**src/rtl/cdt_pkg.sv**
```systemverilog
// Package for the countdown timer core: operation and state codes, reset values
// and the constants of the millisecond arithmetic. It depends on nothing else.
`default_nettype none

package cdt_pkg;

    localparam int DurW = 17;
    localparam int VerW = 16;

    localparam logic [3:0] OP_TICK         = 4'd0;
    localparam logic [3:0] OP_START        = 4'd1;
    localparam logic [3:0] OP_PAUSE        = 4'd2;
    localparam logic [3:0] OP_RESUME       = 4'd3;
    localparam logic [3:0] OP_RESET        = 4'd4;
    localparam logic [3:0] OP_ADJUST       = 4'd5;
    localparam logic [3:0] OP_SET_DURATION = 4'd6;
    localparam logic [3:0] OP_SET_RUNNING  = 4'd7;
    localparam logic [3:0] OP_SET_ADJUST   = 4'd8;

    localparam logic [1:0] ST_IDLE    = 2'd0;
    localparam logic [1:0] ST_RUNNING = 2'd1;
    localparam logic [1:0] ST_PAUSED  = 2'd2;
    localparam logic [1:0] ST_DONE    = 2'd3;

    localparam logic [DurW-1:0] DEFAULT_DURATION_SEC = 17'd1500;
    localparam logic [DurW-1:0] MAX_DURATION_RESET   = 17'd7200;
    localparam logic [DurW-1:0] MIN_DURATION_SEC     = 17'd60;
    localparam logic [DurW-1:0] REMAIN_MAX           = 17'd131071;
    localparam logic [VerW-1:0] VERSION_RESET        = 16'd1;

    localparam logic [9:0]  MS_PER_SEC  = 10'd1000;
    localparam logic [18:0] SEC_PER_MIN = 19'sd60;

    // Differences at or above this many milliseconds saturate the seconds count.
    localparam logic [31:0] SAT_MS      = 32'd131072000;
    // x / 1000 == (x * MS_RECIP) >> MS_SHIFT for every 32-bit x.
    localparam logic [28:0] MS_RECIP    = 29'h10624DD3;
    localparam int          MS_SHIFT    = 38;

    typedef struct packed {
        logic            not_expired;
        logic [DurW-1:0] secs_left;
        logic [31:0]     end_ms;
    } t_time_res;

endpackage

`default_nettype wire

```
**src/rtl/cdt_time_calc.sv**
```systemverilog
// Millisecond arithmetic of the timer: seconds left until the end time and a
// fresh end time from the current time. Uses cdt_pkg.
`default_nettype none

module cdt_time_calc (
    input  wire logic [31:0]            i_now_ms,
    input  wire logic [31:0]            i_end_ms,
    input  wire logic [cdt_pkg::DurW-1:0] i_remaining,
    output cdt_pkg::t_time_res          o_res
);
    import cdt_pkg::*;

    logic [31:0] diff;
    logic [55:0] prod;
    logic [26:0] span;

    always_comb begin
        diff = i_end_ms - i_now_ms;
        prod = 56'(diff[26:0]) * 56'(MS_RECIP);
        span = 27'(i_remaining) * 27'(MS_PER_SEC);

        o_res.not_expired = i_end_ms > i_now_ms;
        if (diff >= SAT_MS) begin
            o_res.secs_left = REMAIN_MAX;
        end else begin
            o_res.secs_left = prod[MS_SHIFT +: DurW];
        end
        o_res.end_ms = i_now_ms + {5'd0, span};
    end

endmodule

`default_nettype wire

```
**src/rtl/cdt_dur_calc.sv**
```systemverilog
// Duration update: either the encoder delta in minutes added to the current
// duration, or a new value in seconds, clamped to the minimum and then to the
// configured maximum. Uses cdt_pkg.
`default_nettype none

module cdt_dur_calc (
    input  wire logic [cdt_pkg::DurW-1:0] i_duration,
    input  wire logic signed [7:0]        i_delta_minutes,
    input  wire logic [31:0]              i_value,
    input  wire logic                     i_use_value,
    input  wire logic [cdt_pkg::DurW-1:0] i_max_dur,
    output logic [cdt_pkg::DurW-1:0]      o_new_dur
);
    import cdt_pkg::*;

    logic signed [18:0] delta_ext;
    logic signed [18:0] adj;
    logic signed [32:0] cand;
    logic signed [32:0] raised;
    logic signed [32:0] lowered;

    always_comb begin
        delta_ext = 19'(i_delta_minutes);
        adj       = $signed({2'b00, i_duration}) + delta_ext * $signed(SEC_PER_MIN);
        if (i_use_value) begin
            cand = $signed({1'b0, i_value});
        end else begin
            cand = 33'(adj);
        end
        if (cand < $signed({16'd0, MIN_DURATION_SEC})) begin
            raised = $signed({16'd0, MIN_DURATION_SEC});
        end else begin
            raised = cand;
        end
        if (raised > $signed({16'd0, i_max_dur})) begin
            lowered = $signed({16'd0, i_max_dur});
        end else begin
            lowered = raised;
        end
        o_new_dur = lowered[DurW-1:0];
    end

endmodule

`default_nettype wire

```
**src/rtl/countdown_timer_pause_resume_core.sv**
```systemverilog
// Top level of the countdown timer: input register, timer state, result register
// and the handshakes. Uses cdt_pkg, cdt_time_calc and cdt_dur_calc.
//
//   Channel | Direction | Handshake             | Beat
//   in      | input     | i_in_valid/o_in_stall | operation, time, delta, mode, value
//   out     | output    | o_out_valid/i_out_stall | state, remaining, duration, flags
//   cfg     | input     | i_cfg_we              | max_duration_sec
//
// Each beat is taken into the input register and worked out while it sits there; the
// timer state and the result register are updated together once the result register is
// free. One beat a cycle is taken while the result channel does not stall.
// Reset is synchronous and active low; it empties both registers and restores the
// timer state. A stalled result holds the result register and, once the input
// register is also full, stalls the input channel.
`default_nettype none

module countdown_timer_pause_resume_core (
    input  wire logic                     i_clk,
    input  wire logic                     i_rst_n,
    input  wire logic                     i_in_valid,
    output logic                          o_in_stall,
    input  wire logic [3:0]               i_operation,
    input  wire logic [31:0]              i_now_ms,
    input  wire logic signed [7:0]        i_delta_minutes,
    input  wire logic                     i_in_timer_mode,
    input  wire logic [31:0]              i_value,
    output logic                          o_out_valid,
    input  wire logic                     i_out_stall,
    output logic [1:0]                    o_timer_state,
    output logic [cdt_pkg::DurW-1:0]      o_remaining_sec,
    output logic [cdt_pkg::DurW-1:0]      o_duration_sec,
    output logic                          o_adjust_on,
    output logic                          o_done_pulse,
    output logic [cdt_pkg::VerW-1:0]      o_config_version,
    input  wire logic                     i_cfg_we,
    input  wire logic [cdt_pkg::DurW-1:0] i_cfg_wdata
);
    import cdt_pkg::*;

    logic                r_in_valid;
    logic [3:0]          r_op;
    logic [31:0]         r_now;
    logic signed [7:0]   r_delta;
    logic                r_tmode;
    logic [31:0]         r_value;

    logic [DurW-1:0]     r_max_dur;
    logic [1:0]          r_mode;
    logic [31:0]         r_end;
    logic [DurW-1:0]     r_rem;
    logic [DurW-1:0]     r_dur;
    logic                r_adj;
    logic [VerW-1:0]     r_ver;

    logic                r_out_valid;
    logic                r_pulse;

    logic [1:0]          n_mode;
    logic [31:0]         n_end;
    logic [DurW-1:0]     n_rem;
    logic [DurW-1:0]     n_dur;
    logic                n_adj;
    logic [VerW-1:0]     n_ver;
    logic                n_pulse;

    logic                out_free;
    logic                fire;
    logic                do_dur;
    logic [DurW-1:0]     time_rem;
    logic [DurW-1:0]     new_dur;
    t_time_res           tres;

    assign out_free   = !r_out_valid || !i_out_stall;
    assign fire       = r_in_valid && out_free;
    assign o_in_stall = r_in_valid && !out_free;
    assign time_rem   = (r_op == OP_START) ? r_dur : r_rem;

    cdt_time_calc u_time (
        .i_now_ms    (r_now),
        .i_end_ms    (r_end),
        .i_remaining (time_rem),
        .o_res       (tres)
    );

    cdt_dur_calc u_dur (
        .i_duration      (r_dur),
        .i_delta_minutes (r_delta),
        .i_value         (r_value),
        .i_use_value     (r_op == OP_SET_DURATION),
        .i_max_dur       (r_max_dur),
        .o_new_dur       (new_dur)
    );

    always_comb begin
        n_mode  = r_mode;
        n_end   = r_end;
        n_rem   = r_rem;
        n_dur   = r_dur;
        n_adj   = r_adj;
        n_ver   = r_ver;
        n_pulse = 1'b0;
        do_dur  = 1'b0;

        unique case (r_op) inside
            OP_TICK: begin
                do_dur = r_tmode && r_adj && (r_delta != 8'sd0);
            end
            OP_ADJUST, OP_SET_DURATION: begin
                do_dur = 1'b1;
            end
            default: begin
                do_dur = 1'b0;
            end
        endcase

        if (do_dur) begin
            n_dur = new_dur;
            n_ver = r_ver + 1'b1;
            if (r_mode == ST_IDLE || r_mode == ST_DONE) begin
                n_rem = new_dur;
            end
        end

        unique case (r_op)
            OP_TICK: begin
                if (r_mode == ST_RUNNING) begin
                    if (tres.not_expired) begin
                        n_rem = tres.secs_left;
                    end else begin
                        n_rem   = '0;
                        n_mode  = ST_DONE;
                        n_pulse = 1'b1;
                    end
                end
            end
            OP_START: begin
                n_mode = ST_RUNNING;
                n_rem  = r_dur;
                n_end  = tres.end_ms;
            end
            OP_PAUSE: begin
                if (r_mode == ST_RUNNING) begin
                    n_rem  = tres.not_expired ? tres.secs_left : '0;
                    n_mode = ST_PAUSED;
                end
            end
            OP_RESUME: begin
                if (r_mode == ST_PAUSED) begin
                    n_mode = ST_RUNNING;
                    n_end  = tres.end_ms;
                end
            end
            OP_RESET: begin
                n_mode = ST_IDLE;
                n_rem  = r_dur;
            end
            OP_SET_RUNNING: begin
                if (r_value[0]) begin
                    if (r_mode != ST_RUNNING) begin
                        n_mode = ST_RUNNING;
                        n_end  = tres.end_ms;
                    end
                end else if (r_mode == ST_RUNNING) begin
                    n_rem  = tres.not_expired ? tres.secs_left : '0;
                    n_mode = ST_PAUSED;
                end
            end
            OP_SET_ADJUST: begin
                n_adj = r_value[0];
            end
            default: begin
                n_mode = r_mode;
            end
        endcase
    end

    always_ff @(posedge i_clk) begin
        if (!i_rst_n) begin
            r_in_valid  <= 1'b0;
            r_out_valid <= 1'b0;
            r_max_dur   <= MAX_DURATION_RESET;
            r_mode      <= ST_IDLE;
            r_end       <= '0;
            r_rem       <= DEFAULT_DURATION_SEC;
            r_dur       <= DEFAULT_DURATION_SEC;
            r_adj       <= 1'b0;
            r_ver       <= VERSION_RESET;
        end else begin
            if (i_cfg_we) begin
                r_max_dur <= i_cfg_wdata;
            end
            if (!o_in_stall) begin
                r_in_valid <= i_in_valid;
            end
            if (out_free) begin
                r_out_valid <= r_in_valid;
            end
            if (fire) begin
                r_mode <= n_mode;
                r_end  <= n_end;
                r_rem  <= n_rem;
                r_dur  <= n_dur;
                r_adj  <= n_adj;
                r_ver  <= n_ver;
            end
        end
    end

    always_ff @(posedge i_clk) begin
        if (!o_in_stall && i_in_valid) begin
            r_op    <= i_operation;
            r_now   <= i_now_ms;
            r_delta <= i_delta_minutes;
            r_tmode <= i_in_timer_mode;
            r_value <= i_value;
        end
        if (fire) begin
            r_pulse <= n_pulse;
        end
    end

    // The result fields, but for the done pulse, are the timer state registers themselves; all are held while stalled.
    assign o_out_valid      = r_out_valid;
    assign o_timer_state    = r_mode;
    assign o_remaining_sec  = r_rem;
    assign o_duration_sec   = r_dur;
    assign o_adjust_on      = r_adj;
    assign o_done_pulse     = r_pulse;
    assign o_config_version = r_ver;

endmodule

`default_nettype wire

```
**config.mk**
```make
export PLATFORM = sky130hd
export DESIGN_NAME = countdown_timer_pause_resume_core
export DESIGN_NICKNAME = d
export VERILOG_FILES = /design/src/rtl/cdt_pkg.sv /design/src/rtl/cdt_time_calc.sv /design/src/rtl/cdt_dur_calc.sv /design/src/rtl/countdown_timer_pause_resume_core.sv
export SDC_FILE = /design/constraint.sdc
export NUM_CORES = 1
export LEC_CHECK = 0
export BUFFER_PORTS_ARGS = -buffer_cell sky130_fd_sc_hd__buf_4
export CORE_MARGIN = 2
export CORE_UTILIZATION = 55
export DETAILED_ROUTE_END_ITERATION = 6
export GPL_TIMING_DRIVEN = 0
export PLACE_DENSITY_LB_ADDON = 0.05
export SLEW_MARGIN = 20
export SYNTH_ARGS = -nofsm -noshare
export SYNTH_HDL_FRONTEND = slang
export SYNTH_SLANG_ARGS = --single-unit
```
**constraint.sdc**
```tcl
create_clock -name i_clk -period 13 [get_ports i_clk]
set_clock_uncertainty 0.15 [all_clocks]
set_input_delay 1.95 -clock i_clk [delete_from_list [all_inputs] [get_ports i_clk]]
set_output_delay 1.95 -clock i_clk [all_outputs]
set_load 0.05 [all_outputs]
```
==> flow_metrics.env <==
export IMPL_antenna_found_initial=0
export IMPL_ioPinCount=155
export IMPL_routedWlPerCell_um=20.1
export IMPL_critPathKind="register to register"
export IMPL_critPathLaunchType="register"
export IMPL_n_fill_cell=4053
export IMPL_grt_pass1_vias=20900
export IMPL_multi_input_area_mm2=0.0194
export IMPL_ys_ff_latch=182
export IMPL_die_w_um=221
export IMPL_drive_gt1_share_pct=8.97
export IMPL_hold_violations=0
export IMPL_maxCapViolations=0
export IMPL_root_buffer="clkbuf_16"
export IMPL_initial_core_util_pct=55.6
export IMPL_vias=20000
export IMPL_grt_pass1_wl_mm=112
export IMPL_drc=0
export IMPL_htree_levels=4
export IMPL_syn2layout_area_growth_pct=10.9
export IMPL_syn_nets=3600
export IMPL_grt_use_total_pct=29.3
export IMPL_final_cell_mix="inv_1 (530), ha_1 (458), fa_1 (314)"
export IMPL_cts_resized=0
export IMPL_core_region_area_mm2=0.0466
export IMPL_cp_required_ns=13.19
export IMPL_r2r_cells=38
export IMPL_slew_headroom_pct=17.5
export IMPL_layout_commonest_cell="inv_1"
export IMPL_clockBufferDepth=2
export IMPL_cp_arrival_ns=11.87
export IMPL_ys_flop_type="dfxtp_1"
export IMPL_port_buffers=153
export IMPL_grt_start_max_net_pins=31
export IMPL_cp_slowest_stage_delay_ns=0.96
export IMPL_gp_congestion=0.985
export IMPL_syn_avg_cell_area_um2=9.49
export IMPL_setup_violations=0
export IMPL_synthArstFlopShare_pct=0
export IMPL_slew_violations=0
export IMPL_cts_tree="yes"
export IMPL_synth_area_mm2=0.0259
export IMPL_cts_sinks=182
export IMPL_nets=3779
export IMPL_dp_hpwl_mm=61.1
export IMPL_numCtsBuffers=17
export IMPL_overflow=0
export IMPL_via_per_inst=5.68
export IMPL_critPathSlowestCell="a2111oi_1"
export IMPL_syn_inst=2729
export IMPL_critPathMostFrequentCell="fa_1"
export IMPL_fin_crit_sh_pct=89.9
export IMPL_crit_fanout=8
export IMPL_worst_slew_pin_slew_ns=1.23
export IMPL_ys_seq_area_share_pct=17.1
export IMPL_drtIter0Drc=1117
export IMPL_die_h_um=221
export IMPL_clkTransAtPathRegs_ns=0.09
export IMPL_fin_crit_ns=11.68
export IMPL_synth_edf_count=78
export IMPL_ant_nets=0
export IMPL_max_freq_mhz=85.6
export IMPL_yosysWarnings=0
export IMPL_rows=79
export IMPL_worstHoldPathCells=2
export IMPL_holdCritPathClass="register to register"
export IMPL_n_antenna_cell=0
export IMPL_post_cts_buffers=0
export IMPL_end_kind="register"
export IMPL_synth_cell_type_count=74
export IMPL_dieArea_mm2=0.0488
export IMPL_grt_setup_unrepaired="no"
export IMPL_first_pass_iters=7
export IMPL_worstSkewPairLatency_ns=0.47
export IMPL_outcome="complete, no violations"
export IMPL_setup_tns_final_ns=0
export IMPL_ff_latch_area_mm2=0.00442
export IMPL_routed_wl_mm=70.8
export IMPL_hold_buffers=0
-- metrics by stage --
step,setup slack (ns),utilization [%],hold WS (ns),cells,instance area [µm²]
floorplan,3.62,-,0.286,2729,25900
global placement,0.806,59.7,0.297,3489,27800
detailed placement,1.52,60.3,0.301,3496,28100
CTS,1.46,61.7,0.314,3528,28700
global route,0.638,61.7,0.334,3528,28700
finish,1.32,61.7,0.309,3528,28700
-- cell type report --
type / count / area share (%)
Timing Repair Buffer: 160 / 4.38
Sequential cell: 182 / 15.4
Multi-Input combinational cell: 1964 / 67.7
Inverter: 531 / 6.94
Buffer: 52 / 0.706
Clock buffer: 17 / 1.48
Clock inverter: 15 / 0.758
Tap cell: 607 / 2.64
-- cells in the mapped netlist (4+ instances only) --
cell       count  area (µm²)
o31a_1         4        35.0
clkbuf_1      44         165
o211ai_1      24         180
edfxtp_1      78        2340
a2111oi_0      6        52.6
o21a_1        13        97.6
fa_1         314        6290
ha_1         458        5730
a31oi_1       25         156
xnor2_1       72         631
a211o_1       10        87.6
a41oi_1        4        35.0
nor3_1        40         200
inv_1        530        1990
buf_1          6        22.5
xor2_1        48         420
nand3b_1       4        30.0
o211a_1        5        50.1
or2_2         13        81.3
a211oi_1      28         210
mux2i_1       27         270
o31ai_1       11        82.6
nor4b_1        4        35.0
o21ai_0      101         505
a221oi_1      13         114
nand2_1      147         552
nand4_1       28         175
nor4_1         5        31.3
a21boi_0       4        30.0
nor2_1       155         582
o2111ai_1      5        43.8
nand2b_1      18         113
nand3_1       40         200
dfxtp_1      104        2080
a21o_1        38         285
or3_1         12        75.1
nor2b_1       17         106
o41ai_1        7        61.3
mux2_2        21         236
a21oi_1      152         761
and2_1        12        75.1
o21bai_1      21         158
and3_1        17         106
-- worst max-delay path, delay by kind of cell, from the launching register on --
family,cells,cell delay [ns]
adder cells (fa/ha/maj),9,4.48
XOR/XNOR,2,0.81
flip-flops,1,0.43
AND/OR/NAND/NOR,7,1.35
AO/OA/AOI/OAI,14,3.80
buffers and inverters,6,0.53
-- path summary, 6_finish.rpt --
kind / start / to / slack, ns
setup / recovery: r_now[6] / o_remaining_sec[13] / 1.32
hold reg to reg: r_end[15] / r_end[15] / 0.31
setup reg to reg: r_now[6] / o_remaining_sec[13] / 1.32
hold / removal: r_end[15] / r_end[15] / 0.31
-- sequential cells by signal (all words and copies together), names as in the netlist, 2 cells and up --
name and count:
r_delta 8, o_timer_state 2, r_op 4, r_now 32, r_max_dur 17, o_remaining_sec 17, r_end 32, o_duration_sec 17
o_config_version 16, r_value 32
-- per-layer routing --
layer / wire length, µm / GRT usage (%) / up-vias
met5: 0 / 0 / -
met4: 2020 / 8.64 / 0
met3: 3270 / 3.40 / 111
met2: 34100 / 50.3 / 513
met1: 31400 / 39.1 / 9857
li1: - / - / 9546
-- logic make-up after synthesis --
| kind of cell | share of synthesized area [%] |
|---|---|
| AO/OA/AOI/OAI | 12.5 |
| buffers and inverters | 8.48 |
| AND/OR/NAND/NOR | 9.49 |
| flip-flops | 17.1 |
| adder cells (fa/ha/maj) | 46.4 |
| XOR/XNOR | 4.06 |
| multiplexers | 2.00 |
Power is left out: the tool's default activity adds up to more than one toggle a clock period on the data nets, which glitch-free logic cannot reach.
